### src/design/bmf_pkg.sv
// ----------------------------------------------------------------------------
// bmf_pkg
// shared widths, register indexes and constants of the box mean filter
// ----------------------------------------------------------------------------
package bmf_pkg;

    localparam int PIX_W     = 8;
    localparam int CFG_W     = 11;
    localparam int CFG_IDX_W = 2;

    localparam logic [CFG_IDX_W-1:0] REG_FRAME_WIDTH  = 2'd0;
    localparam logic [CFG_IDX_W-1:0] REG_FRAME_HEIGHT = 2'd1;

    localparam logic [CFG_W-1:0] RST_FRAME_WIDTH  = 11'd512;
    localparam logic [CFG_W-1:0] RST_FRAME_HEIGHT = 11'd512;

    localparam int DEF_MAX_WIDTH  = 1024;
    localparam int DEF_MAX_HEIGHT = 1024;

    // 2x2 and 3x3 sums
    localparam int SUM2_W = PIX_W + 2;
    localparam int SUM3_W = PIX_W + 4;

    // floor(s / 9) = (s * DIV9_MUL) >> DIV9_SHIFT for s below 2**SUM3_W
    localparam int               DIV9_SHIFT = 16;
    localparam int               DIV9_MUL_W = 13;
    localparam logic [DIV9_MUL_W-1:0] DIV9_MUL = 13'd7282;

    // per-item control carried from acceptance to the result
    typedef struct packed {
        logic in_region;
        logic frame_last;
    } bmf_tag_t;

endpackage

### src/design/bmf_mean.sv
// ----------------------------------------------------------------------------
// bmf_mean
// window columns, 2x2 and 3x3 sums, divide and result register
// ----------------------------------------------------------------------------
module bmf_mean
    import bmf_pkg::*;
(
    input  logic             clk,
    input  logic             rst_n,
    input  logic             load,
    input  logic [PIX_W-1:0] pixel,
    input  logic [PIX_W-1:0] up,
    input  logic [PIX_W-1:0] up2,
    input  bmf_tag_t         tag,
    output logic [PIX_W-1:0] mean_small,
    output logic [PIX_W-1:0] mean_large,
    output logic             interior,
    output logic             frame_end
);

    localparam int PROD_W = SUM3_W + DIV9_MUL_W;

    // index 0 is row-2, 1 is row-1, 2 is the current row
    logic [PIX_W-1:0] win0_reg [3];
    logic [PIX_W-1:0] win1_reg [3];

    logic [PIX_W-1:0] mean_small_reg;
    logic [PIX_W-1:0] mean_large_reg;
    logic             interior_reg;
    logic             frame_end_reg;

    logic [SUM2_W-1:0] sum2;
    logic [SUM3_W-1:0] sum3;
    logic [PROD_W-1:0] prod9;
    logic [PIX_W-1:0]  m2;
    logic [PIX_W-1:0]  m3;

    always_comb
    begin
        sum2 = SUM2_W'(pixel) + SUM2_W'(up) + SUM2_W'(win0_reg[1]) + SUM2_W'(win0_reg[2]);
        sum3 = SUM3_W'(sum2) + SUM3_W'(up2) + SUM3_W'(win0_reg[0])
             + SUM3_W'(win1_reg[0]) + SUM3_W'(win1_reg[1]) + SUM3_W'(win1_reg[2]);
        prod9 = PROD_W'(sum3) * PROD_W'(DIV9_MUL);
        m2    = sum2[SUM2_W-1:2];
        m3    = prod9[DIV9_SHIFT +: PIX_W];
    end

    always_ff @(posedge clk or negedge rst_n)
    begin
        if (!rst_n)
        begin
            for (int i = 0; i < 3; i++)
            begin
                win0_reg[i] <= '0;
                win1_reg[i] <= '0;
            end
        end
        else if (load)
        begin
            for (int i = 0; i < 3; i++)
            begin
                win1_reg[i] <= win0_reg[i];
            end
            win0_reg[0] <= up2;
            win0_reg[1] <= up;
            win0_reg[2] <= pixel;
        end
    end

    always_ff @(posedge clk)
    begin
        if (load)
        begin
            mean_small_reg <= tag.in_region ? m2 : pixel;
            mean_large_reg <= tag.in_region ? m3 : pixel;
            interior_reg   <= tag.in_region;
            frame_end_reg  <= tag.frame_last;
        end
    end

    assign mean_small = mean_small_reg;
    assign mean_large = mean_large_reg;
    assign interior   = interior_reg;
    assign frame_end  = frame_end_reg;

endmodule

### config.mk
export PLATFORM = sky130hd
export DESIGN_NAME = bmf_mean
export DESIGN_NICKNAME = d
export VERILOG_FILES = /design/src/design/bmf_pkg.sv /design/src/design/bmf_mean.sv
export SDC_FILE = /design/constraint.sdc
export NUM_CORES = 1
export LEC_CHECK = 0
export BUFFER_PORTS_ARGS = -buffer_cell sky130_fd_sc_hd__clkbuf_2
export CAP_MARGIN = 20
export CORE_MARGIN = 5
export CORE_UTILIZATION = 45
export DETAILED_ROUTE_END_ITERATION = 6
export PLACE_DENSITY = 0.72
export SLEW_MARGIN = 40
export SYNTH_ARGS = -nofsm -noshare
export SYNTH_HDL_FRONTEND = slang
export SYNTH_SLANG_ARGS = --single-unit
### constraint.sdc
create_clock -name clk -period 10.1 [get_ports clk]
set_input_delay 0.505 -clock clk [delete_from_list [all_inputs] [get_ports clk]]
set_output_delay 0.505 -clock clk [all_outputs]
set_load 0.1 [all_outputs]
Word level (Yosys, flattened, before mapping). Index checks and enable logic that the tools add are counted.

Flip-flop bits (word level): 66. Output and inout bits: 18.

$add $sub $neg: 8. Multiply operators: 1. Multiplexer cells: 2.

Operator list (count): 12-bit by 8-bit adder with 12-bit output (3); 12-bit by 12-bit multiplier with 23-bit output (second input constant) (1); 8-bit two-way mux (2); 11-bit by 8-bit adder with 12-bit output (1); 10-bit by 8-bit adder with 11-bit output (1); 10-bit by 8-bit adder with 10-bit output (1); 9-bit by 8-bit adder with 10-bit output (1); 8-bit by 8-bit adder with 9-bit output (1).

Longest topological paths before layout. Gate-level depths: netlist of run 1.

Depth after elaboration: 10. Depth in mapped cells: 38. Mapped depth without buffers: 38.

Worst setup path after synthesis of run 1. Ideal clock, no wire load.

Path type: input to register. Start point: input port pixel[2]. End point: register mean_large_reg[7], in the netlist mean_large[7], data pin. Cell stages on the path: 38. Setup time: 0.136 ns. Arrival: 10.009 ns. Slack: -0.045 ns. Cells stage by stage: inv_1 > fa_1 > fa_1 > inv_1 > ha_1 > a21o_1 > a21oi_1 > nor2b_1 > o21a_1 > or3_1 > nand2_1 > fa_1 > fa_1 > fa_1 > inv_1 > ha_1 > and3_2 > a2111o_1 > [2 not listed] > xnor2_1 > inv_1 > ha_1 > ha_1 > inv_1 > fa_1 > inv_1 > fa_1 > inv_1 > fa_1 > inv_1 > ha_1 > a21oi_1 > o21ai_0 > a2111oi_1 > a211oi_1 > or4_1 > nand3_1.

Longest elaborated chain between the ends: 10.

Ends and longest elaborated chain: start: declaration (RTL line bmf_mean.sv:11) `input logic [PIX_W-1:0] pixel,`; 8-bit by 8-bit adder with 9-bit output (RTL line bmf_mean.sv:40) `sum2 = SUM2_W'(pixel) + SUM2_W'(up) + SUM2_W'(win0_reg[1]) + SUM2_W'(win0_reg[2]);`; 9-bit by 8-bit adder with 10-bit output (RTL line bmf_mean.sv:40); 10-bit by 8-bit adder with 10-bit output (RTL line bmf_mean.sv:40); 10-bit by 8-bit adder with 11-bit output (RTL line bmf_mean.sv:41) `sum3 = SUM3_W'(sum2) + SUM3_W'(up2) + SUM3_W'(win0_reg[0])`; 11-bit by 8-bit adder with 12-bit output (RTL line bmf_mean.sv:41); 12-bit by 8-bit adder with 12-bit output (3 in series) (RTL line bmf_mean.sv:42) `+ SUM3_W'(win1_reg[0]) + SUM3_W'(win1_reg[1]) + SUM3_W'(win1_reg[2]);`; 12-bit by 12-bit multiplier with 23-bit output (RTL line bmf_mean.sv:43) `prod9 = PROD_W'(sum3) * PROD_W'(DIV9_MUL);`; 8-bit two-way mux (RTL line bmf_mean.sv:75) `mean_large_reg <= tag.in_region ? m3 : pixel;`; end signal: assignment (RTL line bmf_mean.sv:75); end: declaration (RTL line bmf_mean.sv:28) `logic [PIX_W-1:0] mean_large_reg;`.

Every way passes these cells. A chain may end at the register's enable or synchronous reset.

Worst setup path after layout of run 1.
Start point: register win0_reg[1] (netlist name). End point: register mean_large_reg[4], in the netlist mean_large[4], data pin.

Longest elaborated chain between the ends: 8.

Ends and longest elaborated chain: start: declaration (RTL line bmf_mean.sv:24) `logic [PIX_W-1:0] win0_reg [3];`; 10-bit by 8-bit adder with 10-bit output (RTL line bmf_mean.sv:40); 10-bit by 8-bit adder with 11-bit output (RTL line bmf_mean.sv:41); 11-bit by 8-bit adder with 12-bit output (RTL line bmf_mean.sv:41); 12-bit by 8-bit adder with 12-bit output (3 in series) (RTL line bmf_mean.sv:42); 12-bit by 12-bit multiplier with 23-bit output (RTL line bmf_mean.sv:43); 8-bit two-way mux (RTL line bmf_mean.sv:75).

Every way passes these cells.

==> run summary, run 1 <==
Clock latency on the worst-skew pair, taken at its later pin, is 0.34 ns. For this run, the slowest stage of the critical path takes 0.54 ns. For the global-route usage over all layers, the log shows 0.182.

For this run, design rule violations remaining after detail routing come to 0. The run gives 0.270 as the sequential area share after synthesis. Port buffering added 46 buffers. The logs give 16800 um2 for the area of the die and 0 for the initial antenna violation count. For this run, the detailed router's first-pass iteration total came to 5. The slowest cell on the critical path was sky130_fd_sc_hd__fa_1. In this run the clock root is driven by a sky130_fd_sc_hd__clkbuf_16. TritonCTS built the clock tree. Number of register bits inferred by synthesis: 66. The class of the tightest hold or removal check is input port to async pin.

The clock-pin slew of the registers on the worst-case setup and hold paths works out to 0.06 ns. The fraction of the mapped netlist area in simple logic gates came out at 0.0612. The flow ran to the end, and the final reports show no timing, DRC or antenna violations. On the critical path the largest part of the delay comes from adder cells.

Cell repeated most along the worst path: sky130_fd_sc_hd__fa_1. The logs give 0 for the count of hold buffers inserted by post-cts repair and 3 for the number of levels in the clock H-tree. Of all nets on the critical path, the largest fanout is 4. The detailed router finished its first iteration with 273 violations. The share of cell area taken by muxes after synthesis works out to 0.0434.

In this run the register-to-register setup slack is 0.34 ns. For the relative slew slack, the log shows 0.581. By area, the combinational part of the netlist is dominated by adder cells. The run gives 43 as the number of placement rows. The logs give 0.267 ns for the worst hold margin and 0.462 for the initial core utilization. The worst setup path is captured at a flip-flop. Among all flip-flop cells after synthesis, the most frequent one is sky130_fd_sc_hd__dfrtp_1. The max-slew violation count was 0; the post-synthesis instance total was 636. The tool flagged a number of max-cap violations equal to 0.

The core region is 14000 um2. The via count of the first global-routing pass was 5104; the total buffers and inverters traversed by the critical path was 10. The tools report the source of the worst register-to-register timing path as win0_reg[1]. The routed via count divided by cell count came out at 5.02. The post-detailed-route wirelength per cell was 15.5 um; the number of enable-type register cells in the synthesized netlist was 18.

For the pin with the worst max-slew slack, the measured transition is 0.629 ns. For the number of I/O pins, the log shows 47. The final net count came out at 930. The commonest cells after synthesis are sky130_fd_sc_hd__inv_1 (157), sky130_fd_sc_hd__ha_1 (87), sky130_fd_sc_hd__fa_1 (73). The maximum clock insertion buffer count was 2; the proportion of layout cells with a drive suffix above 1 was 0.267. The compound-gate portion of the synthesized area was 0.0982.

Yosys attributes the largest share of cell area to sky130_fd_sc_hd__fa_1 (23%), sky130_fd_sc_hd__dfrtp_1 (19%), sky130_fd_sc_hd__ha_1 (17%). Number of buffers added by the clock tree synthesis step: 9. Entering global routing, the biggest net connects 83 pins. The post-synthesis area per instance works out to 10.2 um2.

STA classifies the critical path startpoint as a flip-flop. The area share of the largest cell type after synthesis was 0.226; the worst reg2reg path depth was 37. The total overflow left after global routing is 0. Summed over all instances, the cell type with the most area after synthesis is sky130_fd_sc_hd__fa_1.

The count of fill cells added during filler insertion was 1156; the setup-violating endpoint count in the final report was 0. Horizontal extent of the die: 130 um. The library cell with the highest instance count after synthesis is sky130_fd_sc_hd__inv_1. The tools report the utilization after layout as 0.568. The maximum frequency from static timing analysis was 102 MHz; the total via count in the routed design was 4650. The final layout contains routed wiring with a total length of 14400 um. Yosys printed 0 warnings.

The adder and majority gate portion of the synthesized area was 0.395. The xor and xnor area share after synthesis was 0.0326; the count of nets left with antenna violations after detail routing was 0. The proportion of register bits with asynchronous set or reset after synthesis is 0.727, and the total area of sequential cells is 1740 um2.

Data arrives at the worst endpoint at 9.85 ns. The repair_antennas step left the layout with diodes totalling 0. The number of nets handed over by synthesis was 825.

For the number of failing hold endpoints at the final stage, the log shows 0. The post-route clock period utilization was 0.967. Number of sinks handled by clock tree synthesis: 66. From synthesis to final layout, the design area changed by 23.1%. The endpoint identified for the worst register-to-register timing path is mean_large[4]. The data required time at the worst endpoint is 10.19 ns, and the worst setup skew after layout is 0.00579 ns.

The cell area that synthesis handed to floorplanning was 6460 um2. The multi-input combinational cells in the finished layout cover a total of 4380 um2. Summed over all nets, the half-perimeter wirelength after detailed placement is 11500 um. The number of different library cells in the post-synthesis netlist is 46, and the wire length of the first global-routing pass is 24300 um. The clock period could shrink to 9.76 ns. The die span in y works out to 130 um.

The class of the most critical setup path was flip-flop to flip-flop. The congestion estimate from routability-driven global placement came to 0.893.
how the worst max path moves through the flow:
stage                           start             to  slack (ns)  cells after the start
after detailed placement     pixel[1]  mean_large[7]       -0.51                     40
after global placement       pixel[1]  mean_large[7]       -0.30                     40
final                     win0_reg[1]  mean_large[4]        0.34                     37
after floorplan              pixel[2]  mean_large[7]       0.002                     38
after global routing      win0_reg[1]  mean_large[4]       -0.06                     38
after CTS                 win0_reg[1]  mean_large[4]       0.005                     36
cell families after synthesis:
kind of cell	Yosys count
multiplexers	25
AO/OA/AOI/OAI	101
adder cells (fa/ha/maj)	160
flip-flops	66
XOR/XNOR	24
buffers and inverters	172
AND/OR/NAND/NOR	88
what timing repair did:
action	in CTS	in global routing
endpoints found under the hold margin	0	0
pin swaps	0	40
setup buffers	0	6
setup endpoints to repair	6	8
resized for setup	9	48
metrics by stage:
stage	setup TNS [ns]	cells	setup WS, ns	area [um2]
floorplan	0	636	0.00222	6460
global placement	-1.23	903	-0.296	7270
detailed placement	-2.86	903	-0.511	7270
CTS	0	919	0.00490	7600
global route	-0.164	926	-0.0576	7950
finish	0	926	0.337	7950
layout make-up:
cell class	instances	share of cell area
multi-input cells	398	0.551
flip-flops and latches	66	0.219
clock buffers	9	0.0283
clock inverters	7	0.00866
well taps	180	0.0283
repair buffers	108	0.0895
inverters	158	0.0746
metal layers:
layer | up-vias | part of all wire | track usage
met5 | - | 0 | 0
met4 | 0 | 0.0097 | 0.0348
met3 | 12 | 0.036 | 0.0332
met2 | 77 | 0.51 | 0.316
met1 | 2306 | 0.45 | 0.240
li1 | 2255 | - | -
cell usage in the layout, fill, tap and decap left out, types with 7 or more instances in the layout:
master,count
sky130_fd_sc_hd__inv_1,153
sky130_fd_sc_hd__nand2_1,44
sky130_fd_sc_hd__mux2_2,24
sky130_fd_sc_hd__a21o_1,12
sky130_fd_sc_hd__xor2_1,7
sky130_fd_sc_hd__ha_1,75
sky130_fd_sc_hd__o21ai_0,34
sky130_fd_sc_hd__buf_4,60
sky130_fd_sc_hd__edfxtp_1,18
sky130_fd_sc_hd__clkbuf_2,45
sky130_fd_sc_hd__ha_4,11
sky130_fd_sc_hd__nor2_1,13
sky130_fd_sc_hd__xnor2_1,12
sky130_fd_sc_hd__a21oi_1,16
sky130_fd_sc_hd__dfrtp_1,48
sky130_fd_sc_hd__fa_1,70
sky130_fd_sc_hd__clkbuf_16,9
Power of run 1 is not shown: default switching activity piles up to over one toggle a cycle in this logic, so the estimate is an artifact.
==> run 2, diff against run 1 <==
REMOVE_ABC_BUFFERS = 1   (was default)
==> run 2 against run 1 <==
Global-route usage rose by 0.42 points. Final area up 1.9%. Largest cell class unchanged. Cell count increased by 1.4%. Highest routed layer unchanged.
==> run summary, run 2 (same netlist as run 1, synthesis figures left out) <==
The flow ran to the end, and the final reports show no timing, DRC or antenna violations. The core area came out at 14000 um2 (unchanged). The number of maximum-capacitance violations was 0 (unchanged); the wire length of the first global-routing pass was 25000 um (+2.9%).

The final critical delay including setup and external delays is 9.78 ns (+0.0131 ns), and the final net count is 943 (+1.4%). The post-route clock period utilization was 0.968 (+0.00130); the count of hold buffers inserted by post-cts repair was 0 (unchanged). The library cell used most frequently in the layout, excluding fill and tap cells, is sky130_fd_sc_hd__inv_1.

The area of the die is 16800 um2 (unchanged), and the die span in y is 130 um (unchanged). The starting DRC count in detailed routing is 245 (-10%). For the insertion delay of the later-clocked pin in the worst-skew pair, the log shows 0.34 ns (about the same). The kind of cell with the highest combined delay along the critical path is adder cells. In this design, the critical path's most frequently occurring cell is sky130_fd_sc_hd__fa_1. Length of routed wiring on met1: 6730 um (+4.8%). Worst setup skew after layout: 0.0126 ns (+0.00677 ns). The pin slew with the least headroom to its limit was 0.700 ns (+0.0708 ns).

After detailed routing, no signal wire sits above met4. Overall overflow remaining after global route: 0 (unchanged). Relative area change from synthesis to final layout: 25.4%. The clock-pin slew of the registers on the worst-case setup and hold paths works out to 0.06 ns (about the same). The root buffer cell chosen for the clock tree is sky130_fd_sc_hd__clkbuf_16. The run gives 5 (unchanged) as the first-pass iteration count of the detailed router.

TritonCTS built the clock tree. The total via count in the routed design is 4784 (+2.9%), and the number of antenna cells inserted is 0 (unchanged). The half-perimeter wire length after placement is 11800 um (+2.4%). Endpoint of the most critical register-to-register path: mean_large[4]. The startpoint identified for the worst register-to-register timing path is win0_reg[1]. The maximum clock insertion buffer count came out at 2 (unchanged). Setup-violating endpoint count in the final report: 0 (unchanged).

The worst reg2reg path depth came out at 38 (+2.7%). For the detailed route wirelength on metal3, the log shows 662 um (+27%). The tightest min-delay check is of the input port to async pin type. The number of sinks handled by clock tree synthesis is 66 (unchanged), and the relative slew slack is 0.534 (-0.0472).

For the number of I/O pins, the log shows 47 (unchanged). The logs give 0.462 (unchanged) for the initial core utilization and 0 (unchanged) for the count of nets left with antenna violations after detail routing. The worst setup path is captured at a flip-flop. The via count of the first global-routing pass came out at 5223 (+2.3%). The total buffers and inverters traversed by the critical path is 11 (+1). The library cells used most frequently in the layout, excluding fill and tap cells, are sky130_fd_sc_hd__inv_1 (150), sky130_fd_sc_hd__buf_4 (73), sky130_fd_sc_hd__fa_1 (72). The number of levels in the clock H-tree came out at 3 (unchanged).

The pin count of the biggest net entering global routing came out at 93 (+12%). The logs give 0.32 ns (about the same) for the worst-case register-to-register setup slack and 0.579 (+0.0106) for the utilization after layout. The slowest cell on the critical path was sky130_fd_sc_hd__fa_1. The maximum frequency from static timing analysis came out at 102 MHz (-0.13%). Kind of launch point of the worst setup path: a flip-flop. For the data required time at the worst endpoint, the log shows 10.19 ns (about the same). Total length of routed met2 wires: 7220 um (-0.74%). The delay of the slowest cell on the worst path was 0.55 ns (about the same).

The most critical setup path has its endpoint at mean_large[4]. Number of buffers inserted by port buffering: 46 (unchanged). The tools report the number of buffers added by the clock tree synthesis step as 9 (unchanged).

The logic depth of the worst setup path including buffers is 38 (+2.7%). The beginning of the critical path was win0_reg[1]. The final routed DRC violation total was 0 (unchanged); the post-detailed-route wirelength per cell was 16.0 um (+3.0%). The horizontal extent of the die came out at 130 um (unchanged). Class of the most critical setup path: flip-flop to flip-flop. The run gives 0 (unchanged) as the max-slew violation count. The global-route usage over all layers came out at 0.186 (+0.00416). The placer congestion estimate came out at 0.919 (+2.9%). The number of placement rows came out at 43 (unchanged). For the total routed wirelength, the log shows 15000 um (+4.5%). The routed via count divided by cell count was 5.09 (+1.5%); the number of failing hold endpoints at the final stage was 0 (unchanged). For the initial antenna violation count, the log shows 0 (unchanged). The maximum fanout count along the critical path came out at 6 (+2). The data arrival time of the critical path is 9.86 ns (about the same), and the proportion of layout cells with a drive suffix above 1 is 0.292 (+0.0257).
-- run 2: worst reg2reg max path: cells and delay by family (launching register included) --
family / cells / cell delay (ns)
adders and majority gates: 13 / 5.07
xor gates and xnor gates: 1 / 0.20
and+or+nand+nor: 6 / 1.23
DFF: 1 / 0.40
buffers and inverters: 11 / 0.99
AOI/OAI and AO/OA: 7 / 1.65
-- run 2: area by class of cell --
class	count	area [um2]
clock inverter	4	46.3
fill	1132	5890
inverter	158	593
multi-input combinational	398	4420
clock buffer	12	268
timing repair buffer	121	801
tap	180	225
sequential	66	1740
-- run 2: timing repair --
action,4_1_cts,5_1_grt
setup buffers,2,5
pin swaps,6,48
gates resized for setup,11,49
endpoints found under the setup margin,7,8
-- run 2: worst min path at each step --
stage,end,start
after floorplan,win0_reg[0],rst_n
after global placement,win1_reg[14],win0_reg[14]
after detailed placement,win1_reg[14],win0_reg[14]
after CTS,win1_reg[0],rst_n
after global routing,win1_reg[0],rst_n
final,win1_reg[0],rst_n
-- run 2: layer usage --
metal / GRT usage / up-vias
met3: 0.0344 / 39
met1: 0.255 / 2353
met4: 0.0477 / 0
met5: 0 / -
li1: - / 2281
met2: 0.305 / 111
-- run 2: through the flow --
step | instances | TNS (ns) | setup slack [ns] | cell area [um2] | hold slack (ns)
2_1_floorplan | 622 | -0.0444 | -0.0444 | 6400 | 0.209
3_3_place_gp | 916 | -2.11 | -0.454 | 7370 | 0.463
3_5_place_dp | 916 | -3.45 | -0.610 | 7370 | 0.471
4_1_cts | 934 | 0 | 0.00674 | 7750 | 0.300
5_1_grt | 939 | -0.272 | -0.119 | 8100 | 0.334
6_report | 939 | 0 | 0.324 | 8100 | 0.255
Power of run 2 is left out for the same reason.
